===== config.mk =====
export PLATFORM = sky130hd
export DESIGN_NAME = utf8_string_validator_flat
export DESIGN_NICKNAME = d
export VERILOG_FILES = /design/src/rtl/core/usv_pkg.sv /design/src/rtl/core/usv_if.sv /design/src/rtl/core/usv_csr.sv /design/src/rtl/core/utf8_string_validator.sv /design/src/flat_wrapper.sv
export VERILOG_INCLUDE_DIRS = /design/src /design/src/rtl/core
export SDC_FILE = /design/constraint.sdc
export NUM_CORES = 1
export LEC_CHECK = 0
export BUFFER_PORTS_ARGS = -buffer_cell sky130_fd_sc_hd__buf_2
export CAP_MARGIN = 25
export CORE_ASPECT_RATIO = 1.4
export CORE_MARGIN = 1
export CORE_UTILIZATION = 37
export CTS_CLUSTER_SIZE = 20
export DETAILED_ROUTE_END_ITERATION = 8
export PLACE_DENSITY = 0.61
export SLEW_MARGIN = 20
export SYNTH_ARGS = -nofsm -noshare
export SYNTH_HDL_FRONTEND = slang
export SYNTH_SLANG_ARGS = --single-unit

===== constraint.sdc =====
create_clock -name clock -period 10.1 [get_ports clock]
set_input_delay 2.02 -clock clock [delete_from_list [all_inputs] [get_ports clock]]
set_output_delay 2.02 -clock clock [all_outputs]
set_load 0.05 [all_outputs]

===== src/rtl/core/utf8_string_validator_assert.svh =====
// ---------------------------------------------------------------------------
// UTF-8 string validator assertion macros
// Shared concurrent assertion forms used by the RTL of the validator.
// ---------------------------------------------------------------------------
`ifndef UTF8_STRING_VALIDATOR_ASSERT_SVH
`define UTF8_STRING_VALIDATOR_ASSERT_SVH

// The consequent must hold in the same cycle as the antecedent.
`define USV_ASSERT_SAME(label, clk, rst, ante, cons, msg) \
   label: assert property (@(posedge clk) disable iff (rst) (ante) |-> (cons)) \
      else $error(msg);

// The consequent must hold in the cycle after the antecedent.
`define USV_ASSERT_NEXT(label, clk, rst, ante, cons, msg) \
   label: assert property (@(posedge clk) disable iff (rst) (ante) |=> (cons)) \
      else $error(msg);

`endif


===== src/rtl/core/usv_pkg.sv =====
// ---------------------------------------------------------------------------
// UTF-8 string validator package
// Widths, constants, register codes and shared types of the validator.
// ---------------------------------------------------------------------------
`default_nettype none

package usv_pkg;

   localparam int COUNT_WIDTH = 20;
   localparam int LEN_WIDTH   = 20;
   localparam int BYTE_WIDTH  = 8;
   localparam int CP_WIDTH    = 21;
   localparam int DATA_WIDTH  = 32;
   localparam int ADDR_WIDTH  = 4;
   localparam int WIDE_WIDTH  = (COUNT_WIDTH > LEN_WIDTH) ? COUNT_WIDTH : LEN_WIDTH;

   localparam logic [LEN_WIDTH-1:0] MAX_LENGTH_RESET = LEN_WIDTH'(128);

   localparam logic [BYTE_WIDTH-1:0] LEAD2_LO   = 8'hc2;
   localparam logic [BYTE_WIDTH-1:0] LEAD2_HI   = 8'hdf;
   localparam logic [BYTE_WIDTH-1:0] LEAD3_LO   = 8'he0;
   localparam logic [BYTE_WIDTH-1:0] LEAD3_HI   = 8'hef;
   localparam logic [BYTE_WIDTH-1:0] LEAD4_LO   = 8'hf0;
   localparam logic [BYTE_WIDTH-1:0] LEAD4_HI   = 8'hf4;
   localparam logic [BYTE_WIDTH-1:0] ASCII_TOP  = 8'h80;
   localparam logic [BYTE_WIDTH-1:0] CONTROL_HI = 8'h20;
   localparam logic [BYTE_WIDTH-1:0] DEL_CODE   = 8'h7f;

   localparam logic [CP_WIDTH-1:0] MIN_TWO       = 21'h00080;
   localparam logic [CP_WIDTH-1:0] MIN_THREE     = 21'h00800;
   localparam logic [CP_WIDTH-1:0] MIN_FOUR      = 21'h10000;
   localparam logic [CP_WIDTH-1:0] CP_MAX        = 21'h10ffff;
   localparam logic [CP_WIDTH-1:0] SURROGATE_LO  = 21'h0d800;
   localparam logic [CP_WIDTH-1:0] SURROGATE_HI  = 21'h0dfff;

   typedef enum logic [1:0] {
      REG_REJECT_CONTROLS = 2'd0,
      REG_REJECT_NUL      = 2'd1,
      REG_MAX_LENGTH      = 2'd2
   } usv_reg_type;

   typedef enum logic [1:0] {
      CLASS_TWO   = 2'd0,
      CLASS_THREE = 2'd1,
      CLASS_FOUR  = 2'd2
   } usv_class_type;

   typedef struct packed {
      logic                 reject_controls;
      logic                 reject_nul;
      logic [LEN_WIDTH-1:0] max_length;
   } usv_cfg_type;

endpackage

`default_nettype wire


===== src/rtl/core/usv_if.sv =====
// ---------------------------------------------------------------------------
// UTF-8 string validator channels
// Valid/ready channels for the byte stream and for the string verdicts.
// ---------------------------------------------------------------------------
`default_nettype none

interface usv_req_if;
   logic                            valid;
   logic                            ready;
   logic [usv_pkg::BYTE_WIDTH-1:0]  data_byte;
   logic                            last_byte;

   modport source (output valid, output data_byte, output last_byte, input ready);
   modport sink   (input valid, input data_byte, input last_byte, output ready);
endinterface

interface usv_rsp_if;
   logic                            valid;
   logic                            ready;
   logic                            string_valid;
   logic [usv_pkg::LEN_WIDTH-1:0]   string_length;

   modport source (output valid, output string_valid, output string_length, input ready);
   modport sink   (input valid, input string_valid, input string_length, output ready);
endinterface

`default_nettype wire


===== src/rtl/core/usv_csr.sv =====
// ---------------------------------------------------------------------------
// UTF-8 string validator registers
// APB-style register file holding the validation policies.
// ---------------------------------------------------------------------------
`default_nettype none

module usv_csr (
   input  wire logic                           clock,
   input  wire logic                           reset,
   input  wire logic                           psel,
   input  wire logic                           penable,
   input  wire logic                           pwrite,
   input  wire logic [usv_pkg::ADDR_WIDTH-1:0] paddr,
   input  wire logic [usv_pkg::DATA_WIDTH-1:0] pwdata,
   output      logic [usv_pkg::DATA_WIDTH-1:0] prdata,
   output      logic                           pready,
   output      usv_pkg::usv_cfg_type           cfg
);
   import usv_pkg::*;

   usv_cfg_type cfg_ff;
   usv_cfg_type cfg_in;
   logic        write_en;
   usv_reg_type reg_sel;

   assign pready   = 1'b1;
   assign write_en = psel & penable & pwrite;
   assign reg_sel  = usv_reg_type'(paddr[ADDR_WIDTH-1:2]);
   assign cfg      = cfg_ff;

   always_comb begin
      cfg_in = cfg_ff;
      prdata = '0;
      unique case (reg_sel)
         REG_REJECT_CONTROLS: begin
            prdata = DATA_WIDTH'(cfg_ff.reject_controls);
            if (write_en) begin
               cfg_in.reject_controls = pwdata[0];
            end
         end
         REG_REJECT_NUL: begin
            prdata = DATA_WIDTH'(cfg_ff.reject_nul);
            if (write_en) begin
               cfg_in.reject_nul = pwdata[0];
            end
         end
         REG_MAX_LENGTH: begin
            prdata = DATA_WIDTH'(cfg_ff.max_length);
            if (write_en) begin
               cfg_in.max_length = pwdata[LEN_WIDTH-1:0];
            end
         end
         default: begin
            prdata = '0;
         end
      endcase
   end

   always_ff @(posedge clock) begin
      if (reset) begin
         cfg_ff.reject_controls <= 1'b0;
         cfg_ff.reject_nul      <= 1'b0;
         cfg_ff.max_length      <= MAX_LENGTH_RESET;
      end else begin
         cfg_ff <= cfg_in;
      end
   end

endmodule

`default_nettype wire


===== src/rtl/core/utf8_string_validator.sv =====
// A last byte's verdict passes the input stage register, then the result register.
// Throughput: one byte per cycle unless a last byte waits behind an untaken verdict.
// A verdict waiting in the result register does not stop bytes without the last mark.
// Reset is synchronous and active high; it clears the string state, both valid flags
// and the policy registers, and the block takes bytes in the cycle after reset falls.
// ---------------------------------------------------------------------------
// UTF-8 string validator
// Checks strict UTF-8 and the length and byte policies of a byte stream and
// gives one verdict per string on its last byte.
// ---------------------------------------------------------------------------
`default_nettype none

module utf8_string_validator (
   input  wire logic                           clock,
   input  wire logic                           reset,
   usv_req_if.sink                             req_if,
   usv_rsp_if.source                           rsp_if,
   input  wire logic                           psel,
   input  wire logic                           penable,
   input  wire logic                           pwrite,
   input  wire logic [usv_pkg::ADDR_WIDTH-1:0] paddr,
   input  wire logic [usv_pkg::DATA_WIDTH-1:0] pwdata,
   output      logic [usv_pkg::DATA_WIDTH-1:0] prdata,
   output      logic                           pready
);
   import usv_pkg::*;

`include "utf8_string_validator_assert.svh"

   localparam logic [COUNT_WIDTH-1:0] COUNT_MAX = '1;

   usv_cfg_type cfg;

   logic                   s1_valid_ff, s1_valid_in;
   logic [BYTE_WIDTH-1:0]  s1_byte_ff;
   logic                   s1_last_ff;

   logic [1:0]             pend_ff, pend_in;
   logic [CP_WIDTH-1:0]    cp_ff, cp_in;
   usv_class_type          class_ff, class_in;
   logic                   error_ff, error_in;
   logic [COUNT_WIDTH-1:0] count_ff, count_in;

   logic                   rsp_valid_ff, rsp_valid_in;
   logic                   rsp_ok_ff;
   logic [LEN_WIDTH-1:0]   rsp_len_ff;

   logic                   advance;
   logic                   finish;
   logic [COUNT_WIDTH-1:0] count_next;
   logic [WIDE_WIDTH-1:0]  count_wide;
   logic [1:0]             pend_dec;
   logic [CP_WIDTH-1:0]    cp_dec;
   logic [CP_WIDTH-1:0]    cp_shift;
   logic [CP_WIDTH-1:0]    cp_min;
   usv_class_type          class_dec;
   logic                   err_next;
   logic                   verdict_ok;

   usv_csr u_csr (
      .clock   (clock),
      .reset   (reset),
      .psel    (psel),
      .penable (penable),
      .pwrite  (pwrite),
      .paddr   (paddr),
      .pwdata  (pwdata),
      .prdata  (prdata),
      .pready  (pready),
      .cfg     (cfg)
   );

   assign advance       = s1_valid_ff & (~s1_last_ff | ~rsp_valid_ff | rsp_if.ready);
   assign finish        = advance & s1_last_ff;
   assign req_if.ready  = ~s1_valid_ff | advance;
   assign s1_valid_in   = req_if.valid | (s1_valid_ff & ~advance);
   assign rsp_valid_in  = finish | (rsp_valid_ff & ~rsp_if.ready);

   assign rsp_if.valid         = rsp_valid_ff;
   assign rsp_if.string_valid  = rsp_ok_ff;
   assign rsp_if.string_length = rsp_len_ff;

   assign cp_shift = {cp_ff[CP_WIDTH-7:0], s1_byte_ff[5:0]};

   always_comb begin
      case (class_ff)
         CLASS_TWO:   cp_min = MIN_TWO;
         CLASS_THREE: cp_min = MIN_THREE;
         default:     cp_min = MIN_FOUR;
      endcase
   end

   always_comb begin
      count_next = (count_ff == COUNT_MAX) ? count_ff : count_ff + COUNT_WIDTH'(1);
      count_wide = WIDE_WIDTH'(count_next);
      err_next   = error_ff | (count_ff == COUNT_MAX)
                 | (count_wide > WIDE_WIDTH'(cfg.max_length))
                 | (cfg.reject_controls & ((s1_byte_ff < CONTROL_HI) | (s1_byte_ff == DEL_CODE)))
                 | (cfg.reject_nul & (s1_byte_ff == '0));
      pend_dec   = pend_ff;
      cp_dec     = cp_ff;
      class_dec  = class_ff;
      if (pend_ff == 2'd0) begin
         if (s1_byte_ff < ASCII_TOP) begin
            pend_dec = 2'd0;
         end else if (s1_byte_ff >= LEAD2_LO && s1_byte_ff <= LEAD2_HI) begin
            pend_dec  = 2'd1;
            class_dec = CLASS_TWO;
            cp_dec    = CP_WIDTH'(s1_byte_ff[4:0]);
         end else if (s1_byte_ff >= LEAD3_LO && s1_byte_ff <= LEAD3_HI) begin
            pend_dec  = 2'd2;
            class_dec = CLASS_THREE;
            cp_dec    = CP_WIDTH'(s1_byte_ff[3:0]);
         end else if (s1_byte_ff >= LEAD4_LO && s1_byte_ff <= LEAD4_HI) begin
            pend_dec  = 2'd3;
            class_dec = CLASS_FOUR;
            cp_dec    = CP_WIDTH'(s1_byte_ff[2:0]);
         end else begin
            err_next = 1'b1;
         end
      end else if (s1_byte_ff[7:6] != 2'b10) begin
         err_next = 1'b1;
         pend_dec = 2'd0;
         cp_dec   = '0;
      end else begin
         pend_dec = pend_ff - 2'd1;
         cp_dec   = cp_shift;
         if (pend_ff == 2'd1) begin
            cp_dec = '0;
            if ((cp_shift < cp_min) || (cp_shift > CP_MAX)
                || ((cp_shift >= SURROGATE_LO) && (cp_shift <= SURROGATE_HI))) begin
               err_next = 1'b1;
            end
         end
      end
      verdict_ok = ~err_next & (pend_dec == 2'd0);
   end

   always_comb begin
      pend_in  = pend_ff;
      cp_in    = cp_ff;
      class_in = class_ff;
      error_in = error_ff;
      count_in = count_ff;
      if (advance) begin
         if (s1_last_ff) begin
            pend_in  = 2'd0;
            cp_in    = '0;
            class_in = CLASS_TWO;
            error_in = 1'b0;
            count_in = '0;
         end else begin
            pend_in  = pend_dec;
            cp_in    = cp_dec;
            class_in = class_dec;
            error_in = err_next;
            count_in = count_next;
         end
      end
   end

   always_ff @(posedge clock) begin
      if (reset) begin
         s1_valid_ff  <= 1'b0;
         rsp_valid_ff <= 1'b0;
         pend_ff      <= 2'd0;
         cp_ff        <= '0;
         class_ff     <= CLASS_TWO;
         error_ff     <= 1'b0;
         count_ff     <= '0;
      end else begin
         s1_valid_ff  <= s1_valid_in;
         rsp_valid_ff <= rsp_valid_in;
         pend_ff      <= pend_in;
         cp_ff        <= cp_in;
         class_ff     <= class_in;
         error_ff     <= error_in;
         count_ff     <= count_in;
      end
   end

   always_ff @(posedge clock) begin
      if (req_if.ready) begin
         s1_byte_ff <= req_if.data_byte;
         s1_last_ff <= req_if.last_byte;
      end
      if (finish) begin
         rsp_ok_ff  <= verdict_ok;
         rsp_len_ff <= count_wide[LEN_WIDTH-1:0];
      end
   end

   `USV_ASSERT_NEXT(a_clear_after_last, clock, reset, finish,
      (count_ff == '0) && (pend_ff == 2'd0) && !error_ff, "string state not cleared")
   `USV_ASSERT_SAME(a_rsp_from_last, clock, reset, $rose(rsp_valid_ff),
      $past(finish), "verdict without a last byte")
   `USV_ASSERT_SAME(a_len_nonzero, clock, reset, rsp_valid_ff,
      rsp_len_ff != '0, "verdict with zero length")
   `USV_ASSERT_NEXT(a_stage_hold, clock, reset, s1_valid_ff && !advance,
      s1_valid_ff && $stable(s1_byte_ff) && $stable(s1_last_ff), "stalled byte lost")

endmodule

`default_nettype wire


===== src/flat_wrapper.sv =====
// flat-port wrapper written by rule: the top's interface ports become plain ports
module utf8_string_validator_flat import usv_pkg::*;
  (clock, reset, psel, penable, pwrite, paddr, pwdata, prdata, pready, req_if_valid, req_if_data_byte, req_if_last_byte, req_if_ready, rsp_if_valid, rsp_if_string_valid, rsp_if_string_length, rsp_if_ready);
  usv_req_if req_if_i ();
  usv_rsp_if rsp_if_i ();
  input  wire logic clock;
  input  wire logic reset;
  input  wire logic psel;
  input  wire logic penable;
  input  wire logic pwrite;
  input  wire logic [usv_pkg::ADDR_WIDTH-1:0] paddr;
  input  wire logic [usv_pkg::DATA_WIDTH-1:0] pwdata;
  output      logic [usv_pkg::DATA_WIDTH-1:0] prdata;
  output      logic pready;
  input wire logic [$bits(req_if_i.valid)-1:0] req_if_valid;
  input wire logic [$bits(req_if_i.data_byte)-1:0] req_if_data_byte;
  input wire logic [$bits(req_if_i.last_byte)-1:0] req_if_last_byte;
  output wire logic [$bits(req_if_i.ready)-1:0] req_if_ready;
  output wire logic [$bits(rsp_if_i.valid)-1:0] rsp_if_valid;
  output wire logic [$bits(rsp_if_i.string_valid)-1:0] rsp_if_string_valid;
  output wire logic [$bits(rsp_if_i.string_length)-1:0] rsp_if_string_length;
  input wire logic [$bits(rsp_if_i.ready)-1:0] rsp_if_ready;
  assign req_if_i.valid = req_if_valid;
  assign req_if_i.data_byte = req_if_data_byte;
  assign req_if_i.last_byte = req_if_last_byte;
  assign req_if_ready = req_if_i.ready;
  assign rsp_if_valid = rsp_if_i.valid;
  assign rsp_if_string_valid = rsp_if_i.string_valid;
  assign rsp_if_string_length = rsp_if_i.string_length;
  assign rsp_if_i.ready = rsp_if_ready;
  utf8_string_validator u_core (.clock(clock), .reset(reset), .req_if(req_if_i), .rsp_if(rsp_if_i), .psel(psel), .penable(penable), .pwrite(pwrite), .paddr(paddr), .pwdata(pwdata), .prdata(prdata), .pready(pready));
endmodule

==> flow_summary.toml, run 1 <==
[route]
drtIter0Drc = 222
firstDrtPassIters = 4
wl_per_cell_um = 15.4
viasPerCell = 5.41
drc = 0
wl_um = 12000
ant_nets = 0
vias = 4226

[sta]
period_minus_slack_ps = 5100
drv_slew = 0
tns_ps = 0
period_share_pct = 50.5
slew_headroom_pct = 47.5
setup_viol = 0
hold_violations = 0
skew_ps = 8.73
tightest_slew_ps = 787
grt_setup_unrepaired = "false"
timing.fmax_ghz = 0.196
hold_slack_ps = 457

[placement]
io_buffers = 80
gp_congestion = 0.921
postPlaceCellArea_mm2 = 0.00538
dp_hpwl_um = 8960

[synth]
synth_simple_gate_area_share_pct = 22.6
synthXorXnorAreaFrac_pct = 2.51
synthDistinctLibCells = 60
synth-main-ff-cell = "dfxtp_1"
synth_area_per_cell_um2 = 8.93
synth.largest_area_cell = "dfxtp_1"
netlist_area_mm2 = 0.00489
synthArstFlopShare_pct = 0
synth-adder-area-share_pct = 6.39
synth_top_family_by_area = "simple AND/OR/NAND/NOR gates"
synth_compound_area_share_pct = 15.4
syn_inst = 548
synthTopCellsByArea = "dfxtp_1, edfxtp_1, nand2_1"
synth_edf_count = 30
ys_seq_area_share_pct = 44.6
synth.area.mux_share_pct = 1.74
ys_warn_count = 0
yosys_register_bits = 94
synth_top_area_share_pct = 26.2

[cells_and_area]
drive_gt1_share_pct = 18.3
areaGrowthSynthToFinish_pct = 17.1
final_area_mm2 = 0.00573
utilization_pct = 44.5
finalNetCount = 699

[power_and_ir_drop]
ir_drop_mv = 0.0924
internal_power_uw = 650
power_frac_comb_pct = 7.2
p_sw_uw = 191
power.share.switching_pct = 22.7
p_per_area_mw_per_mm2 = 147
pwr-share-seq_pct = 47.7
pwr-share-clk_pct = 45.1
p_leak_nw = 2.34

[global_routing]
grt_pass1_vias = 3997
track_usage_pct = 17.8
globalRouteOverflowTotal = 0
grt_max_degree = 57
antenna_found_initial = 1
grt_pass1_wl_um = 19100

[run_status]
status = "finished clean"

[setup_path]
crit_type = "input pin to primary output"
crit_path_end_kind = "primary output"
start_kind = "input pin"
arrival_ps = 3080
worstPathMaxFanout = 11
cp.required_ps = 8080

[clock_tree]
cts_num_sinks = 94
cts_tree = "yes"
clk_path_buf_depth = 2
postCtsHoldBufs = 0
clock_latency_ps = 350
cts.clk_slew.worst_paths_ps = 60
cts-root-buf = "clkbuf_16"
cts_buffers = 9
cts_resized = 0
h-tree-depth = 3
post-cts-setup-buffer-count = 0

[hold_path]
hold_class = "register to register"

[floorplan]
die_width_um = 99.2
io_pins = 108
rows = 49
core_area_mm2 = 0.0129
fp.dieH_um = 138
start_util_pct = 38.0
die-area_mm2 = 0.0137

[run]
maxCapViolations = 0
## kinds of logic after synthesis
kind of cell             after synthesis
AO/OA/AOI/OAI                        114
other                                  2
adder cells (fa/ha/maj)               25
flip-flops                            94
AND/OR/NAND/NOR                      223
buffers and inverters                 68
multiplexers                           8
XOR/XNOR                              14
## synth_stat cells (all sizes together), types with 2 or more instances
library cell,count
dfxtp,64
mux2,4
nor3,14
a32o,7
nor2b,3
xor2,6
buf,20
nand4,15
nor2,22
o31ai,5
or3,3
a211oi,3
o21ai,14
a221o,3
nor4,7
clkbuf,14
ha,25
or4,3
a21oi,52
nor3b,2
mux2i,4
a22oi,4
xnor2,8
conb,2
inv,33
o31a,3
a31oi,8
and2,20
nand3,33
nand2,90
a21o,2
and3,7
edfxtp,30
## state kept, by name, indices dropped and copies added (netlist names)
name and flops:
u_core.class_ff 2, u_core.count_ff 20, u_core.cp_ff 15, u_core.error_ff 1, u_core.pend_ff 2, u_core.rsp_if.string_length 20
u_core.rsp_if.string_valid 1, u_core.rsp_if.valid 1, u_core.s1_byte_ff 8, u_core.s1_last_ff 1, u_core.s1_valid_ff 1, u_core.u_csr.cfg 22
## cell type report
class	count	area (um2)
multi-input combinational	397	2440
antenna	1	2.50
inverter	34	128
tap	153	191
fill	1267	7150
sequential	94	2180
timing repair buffer	86	447
clock buffer	13	272
clock inverter	3	65.1
## worst max-delay path, cell delays in order
cell,delay [ps]
buf_2,100
nor2b_1,210
nand3_1,380
buf_2,370
## worst paths after layout
path                 startpoint                          to  slack [ps]  depth (start not counted)
min reg2reg     u_core.cp_ff[0]             u_core.cp_ff[0]         460                          2
min             u_core.cp_ff[0]             u_core.cp_ff[0]         460                          2
max reg2reg  u_core.count_ff[6]  u_core.rsp_if.string_valid        6190                         12
max                rsp_if_ready                req_if_ready        5000                          4
## per-layer routing
layer	GRT usage, %	vias to the layer above	part of all wire [%]
met5	0	-	0
met2	30.8	114	51
li1	-	2089	-
met4	11.8	0	4.6
met1	19.9	1990	41
met3	3.13	33	3.6
## placed cells by master (no fill, tap or decap), types with 8 or more instances in the layout
| cell | n |
|---|---|
| a21oi_1 | 51 |
| nand2_1 | 89 |
| a31oi_1 | 8 |
| edfxtp_1 | 30 |
| dfxtp_1 | 64 |
| nor2_1 | 21 |
| nor3_1 | 13 |
| ha_1 | 25 |
| nand4_1 | 14 |
| inv_1 | 33 |
| clkbuf_16 | 10 |
| nand3_1 | 33 |
| xnor2_1 | 8 |
| and2_1 | 20 |
| conb_1 | 13 |
| buf_2 | 81 |
| o21ai_0 | 14 |
## per-stage QoR
| stage | power [mW] | instances | setup WS (ps) |
|---|---|---|---|
| 3_3_place_gp | 0.468 | 761 | 4730 |
| 3_5_place_dp | 0.469 | 762 | 4610 |
| 4_1_cts | 0.847 | 778 | 4610 |
| 6_report | 0.840 | 781 | 5000 |
| 5_1_grt | 0.868 | 781 | 4820 |
| 2_1_floorplan | 0.455 | 559 | 4870 |
## power groups by stage
stage          clock network (mW)  logic [mW]  registers, mW
6_report                    0.379      0.0602          0.401
5_1_grt                     0.401      0.0654          0.402
4_1_cts                     0.385      0.0600          0.401
3_5_place_dp                    0      0.0598          0.410
3_3_place_gp                    0      0.0583          0.410
2_1_floorplan                   0      0.0428          0.412
(Power assumes the default switching activity.)
==> run 2, diff against run 1 <==
--- a/config.mk
+++ b/config.mk
@@ -6,6 +6,7 @@
 export SDC_FILE = /design/constraint.sdc
 export NUM_CORES = 1
 export LEC_CHECK = 0
+export ABC_AREA = 1
 export BUFFER_PORTS_ARGS = -buffer_cell sky130_fd_sc_hd__buf_2
 export CAP_MARGIN = 25
 export CORE_ASPECT_RATIO = 1.4
==> constraint.sdc (replaced) <==
create_clock -name clock -period 5 [get_ports clock]
set_input_delay 1 -clock clock [delete_from_list [all_inputs] [get_ports clock]]
set_output_delay 1 -clock clock [all_outputs]
set_load 0.05 [all_outputs]
==> flow_summary.toml, run 2 <==
[clock_tree]
clock_latency_ps = 350
post-cts-setup-buffer-count = 0
cts_resized = 0
cts_buffers = 9
postCtsHoldBufs = 0
cts.clk_slew.worst_paths_ps = 70
cts-root-buf = "clkbuf_16"
cts_num_sinks = 94
clk_path_buf_depth = 2
h-tree-depth = 3
cts_tree = "yes"

[placement]
dp_hpwl_um = 9690
io_buffers = 80
postPlaceCellArea_mm2 = 0.00561
gp_congestion = 0.902

[global_routing]
grt_pass1_vias = 4301
grt_pass1_wl_um = 20000
antenna_found_initial = 0
grt_max_degree = 38
globalRouteOverflowTotal = 0
track_usage_pct = 18.3

[setup_path]
crit_chain = "ha_1, nand3_1, inv_1, nand2_2, nor2_2, nand2_2, o21ai_0, ha_1, nand2_1, inv_1, nand3_1, nor3_1, nand2_1, nand3_1, nand2_1, nand3_1, nor3_1"
r2r_slack_ps = 1790
start_kind = "register"
path_buf_inv = 2
arrival_ps = 3310
path_delay_family = "simple AND/OR/NAND/NOR gates"
cp.required_ps = 5100
critPathMostFrequentCell = "nand3_1"
worstPathMaxFanout = 14
crit_path_end_kind = "register"
cp_slowest_cell = "o21ai_0"
worst_path_largest_cell_delay_ps = 420
crit_type = "register to register"

[route]
viasPerCell = 4.91
wl_um = 12600
drtIter0Drc = 169
ant_nets = 0
firstDrtPassIters = 5
drc = 0
wl_per_cell_um = 13.8
vias = 4507

[cells_and_area]
nFillCells = 1359
drive_gt1_share_pct = 20.0
regArea_mm2 = 0.00218
final_common_cell = "nand2_1"
final_area_mm2 = 0.00591
finalNetCount = 807
multi_input_area_mm2 = 0.00246
largest_reg_flops = 22
areaGrowthSynthToFinish_pct = 15.4
num_antenna_cells = 0
layout_common_cells = "nand2_1, buf_2, inv_1, nor2_1, a21oi_1"

[synth]
syn_inst = 659
ys_seq_area_share_pct = 42.6
yosysMostFrequentCell = "nand2_1"
synth_simple_gate_area_share_pct = 24.6
synth-main-ff-cell = "dfxtp_1"
ys_warn_count = 0
yosys_register_bits = 94
synthTopCellsByArea = "dfxtp_1, edfxtp_1, nand2_1"
synth_compound_area_share_pct = 14.5
synth_top_family_by_area = "simple AND/OR/NAND/NOR gates"
synthDistinctLibCells = 45
synth.largest_area_cell = "dfxtp_1"
synthXorXnorAreaFrac_pct = 1.88
synth_top_area_share_pct = 25.0
synth_commonest_cells = "nand2_1, inv_1, nor2_1"
synth.area.mux_share_pct = 0
synthArstFlopShare_pct = 0
synth_edf_count = 30
netlist_area_mm2 = 0.00512
synth-adder-area-share_pct = 6.11
synth_area_per_cell_um2 = 7.77

[sta]
setup_viol = 0
slew_headroom_pct = 35.9
period_share_pct = 64.2
period_minus_slack_ps = 3210
hold_violations = 0
skew_ps = 5.74
tightest_slew_ps = 961
timing.fmax_ghz = 0.311
drv_slew = 0
tns_ps = 0
grt_setup_unrepaired = "false"

[floorplan]
io_pins = 108
die_width_um = 101
start_util_pct = 38.0
die-area_mm2 = 0.0143
fp.dieH_um = 141
rows = 50
core_area_mm2 = 0.0135

[run_status]
status = "finished clean"

[power_and_ir_drop]
p_per_area_mw_per_mm2 = 283
ir_drop_mv = 0.153
p_leak_nw = 2.65

[hold_path]
hold_class = "register to register"

[run]
maxCapViolations = 0
[run 2: worst min-delay path, delay by kind of cell, from the launching register on]
kind,cells,cell delay (ps)
compound gates,1,60
flops,1,310
simple gates,1,60
[run 2: path summary, 6_finish.rpt]
path | from | endpoint | cells past startpoint
worst max-delay path | u_core.count_ff[0] | u_core.rsp_if.string_valid | 17
worst min-delay path | u_core.pend_ff[1] | u_core.pend_ff[1] | 2
worst max register to register | u_core.count_ff[0] | u_core.rsp_if.string_valid | 17
worst min register to register | u_core.pend_ff[1] | u_core.pend_ff[1] | 2
[run 2: layout make-up]
class / count / share of cell area [%]
inverter: 85 / 5.40
timing repair buffer: 82 / 7.03
tap: 182 / 3.86
multi-input combinational: 458 / 41.7
clock buffer: 9 / 3.81
sequential: 94 / 36.9
clock inverter: 7 / 1.27
[run 2: per-layer routing]
layer  wire length, um  GRT usage (%)  vias to the layer above
met4               455           11.2                        0
met1              4990           19.1                     2070
met3               489           2.28                       28
li1                  -              -                     2281
met5                 0              0                        -
met2              6670           34.2                      128
[run 2: cell families after synthesis]
kind of cell             count (synthesis)
AO/OA/AOI/OAI                          132
XOR/XNOR                                11
adder cells (fa/ha/maj)                 25
buffers and inverters                  118
flip-flops                              94
other                                    2
AND/OR/NAND/NOR                        277
[run 2: where the power goes]
group | leakage, nW | switching [mW] | internal, mW
Combinational | 1.67 | 0.118 | 0.0468
Clock | 0.145 | 0.333 | 0.355
Sequential | 0.836 | 0.0151 | 0.805
Total | 2.65 | 0.467 | 1.21
[run 2: through the flow]
| step | total power, mW | utilization (%) | setup slack [ps] | hold slack, ps | std cells |
|---|---|---|---|---|---|
| after floorplan | 0.966 | - | 1140 | 445 | 670 |
| after global placement | 0.998 | 41.7 | 1840 | 455 | 901 |
| after detailed placement | 1.00 | 41.7 | 1830 | 463 | 901 |
| after CTS | 1.69 | 43.9 | 1830 | 473 | 917 |
| after global routing | 1.74 | 43.9 | 1520 | 487 | 917 |
| final | 1.67 | 43.9 | 1790 | 472 | 917 |
==> run 3, diff against run 2 <==
--- a/config.mk
+++ b/config.mk
@@ -14,7 +14,7 @@
 export CORE_UTILIZATION = 37
 export CTS_CLUSTER_SIZE = 20
 export DETAILED_ROUTE_END_ITERATION = 8
-export PLACE_DENSITY = 0.61
+export PLACE_DENSITY = 0.63
 export SLEW_MARGIN = 20
 export SYNTH_ARGS = -nofsm -noshare
 export SYNTH_HDL_FRONTEND = slang
==> constraint.sdc (replaced) <==
create_clock -name clock -period 2.92 [get_ports clock]
set_input_delay 0.584 -clock clock [delete_from_list [all_inputs] [get_ports clock]]
set_output_delay 0.584 -clock clock [all_outputs]
set_load 0.05 [all_outputs]
==> flow_summary.toml, run 3 (synthesized netlist as in run 2, its figures left out) <==
[run_status]
status = "finished clean"

[setup_path]
r2r-start = "u_core.count_ff[0]"
start_kind = "register"
rr_worst_depth = 17
worstPathMaxFanout = 5
r2r_slack_ps = 100
crit_path_end_kind = "register"
r2r_end = "u_core.rsp_if.string_valid"
cp.required_ps = 3100
arrival_ps = 3000
cp_slowest_cell = "dfxtp_4"
worst_path_largest_cell_delay_ps = 380
crit_chain = "ha_4, nand2_1, inv_2, nand2_4, inv_2, nand4_1, nor3_2, a21oi_2, ha_1, nand2_1, nor2_2, nand2_2, nor3_2, nand4_1, nand2_2, nand3_2, nor3_1"
crit_type = "register to register"

[hold_path]
hold_class = "input pin to register"
min_path_cells = 1
holdCritStartpoint = "req_if_data_byte[3]"
whs_endpoint = "u_core.s1_byte_ff[3]"

[power_and_ir_drop]
p_per_area_mw_per_mm2 = 493
total_power_mw = 3.04
p_leak_nw = 2.80
ir_drop_mv = 0.251

[route]
vias = 4530
viasPerCell = 4.84
drc = 0
drtIter0Drc = 124
wl_um = 12200
ant_nets = 0
firstDrtPassIters = 4
wl_per_cell_um = 13.1

[cells_and_area]
areaGrowthSynthToFinish_pct = 20.4
largest_reg_flops = 22
num_antenna_cells = 0
drive_gt1_share_pct = 24.7
regArea_mm2 = 0.00219
utilization_pct = 45.8
nFillCells = 1356
multi_input_area_mm2 = 0.00252
stdcell_count = 936
finalNetCount = 826
final_common_cell = "nand2_1"
layout_common_cells = "nand2_1, buf_2, inv_1, nor2_1, a21oi_1"

[clock_tree]
cts_buffers = 9
clk_path_buf_depth = 2
cts-root-buf = "clkbuf_16"
cts_num_sinks = 94
cts.clk_slew.worst_paths_ps = 60
h-tree-depth = 3
clock_latency_ps = 350
cts_tree = "yes"

[global_routing]
grt_pass1_vias = 4145
grt_pass1_wl_um = 19500
globalRouteOverflowTotal = 0
track_usage_pct = 17.7
grt_max_degree = 38
antenna_found_initial = 0

[floorplan]
start_util_pct = 38.0
io_pins = 108
fp.dieH_um = 141
core_area_mm2 = 0.0135
die_width_um = 101
rows = 50
die-area_mm2 = 0.0143

[sta]
skew_ps = 4.78
tns_ps = 0
drv_slew = 0
timing.fmax_ghz = 0.355
period_minus_slack_ps = 2820
tightest_slew_ps = 817
period_share_pct = 96.6
hold_violations = 0
setup_viol = 0
slew_headroom_pct = 45.4

[run]
maxCapViolations = 0

[placement]
placed_cells = 919
dp_hpwl_um = 9280
io_buffers = 80
gp_congestion = 0.906
run 3: power by group:
part / switching [mW] / leakage [nW] / internal, mW
clock network: 0.510 / 0.166 / 0.839
registers: 0.0268 / 0.839 / 1.38
logic: 0.201 / 1.79 / 0.0847
total: 0.738 / 2.80 / 2.30
run 3: how the worst max path moves through the flow:
stage                       startpoint                         end  slack (ps)  cells past startpoint
global route        u_core.count_ff[5]  u_core.rsp_if.string_valid         -50                     17
finish              u_core.count_ff[0]  u_core.rsp_if.string_valid         100                     17
global placement    u_core.count_ff[0]  u_core.rsp_if.string_valid          50                     18
detailed placement  u_core.count_ff[0]  u_core.rsp_if.string_valid         -30                     18
CTS                 u_core.count_ff[0]  u_core.rsp_if.string_valid          30                     18
floorplan           u_core.count_ff[0]  u_core.rsp_if.string_valid         410                     18
run 3: area by class of cell:
cell class	instances	share of cell area, %
multi-input combinational	458	40.9
timing repair buffer	101	9.06
clock buffer	9	3.65
clock inverter	7	1.95
tap	182	3.70
inverter	85	5.18
sequential	94	35.6
run 3: per-layer routing:
metal,part of all wire [%],wire [um],up-vias,track usage (%)
met5,0,0,-,0
met4,2.7,326,0,7.78
met3,2.7,335,22,2.93
met2,53,6480,98,32.3
met1,42,5110,2086,20.0
li1,-,-,2324,-
run 3: what timing repair did:
item	in CTS	in global routing
setup buffers	0	1
gates resized for setup	1	22
endpoints found under the setup margin	1	2
pin swaps	0	7
hold buffers	0	0
run 3: worst max-delay path, delay by kind of cell (launching register included):
family	cells	cell delay, ps
compound gates	1	120
simple gates	12	1570
flops	1	380
buf+inv	2	160
fa+ha+maj	2	430
run 3: through the flow:
step | hold slack (ps) | area (um2) | setup WS [ps]
floorplan | 445 | 5160 | 409
global placement | 453 | 5740 | 51.2
detailed placement | 461 | 5740 | -32.8
CTS | 402 | 6090 | 34.6
global route | 396 | 6160 | -52.1
finish | 407 | 6160 | 100
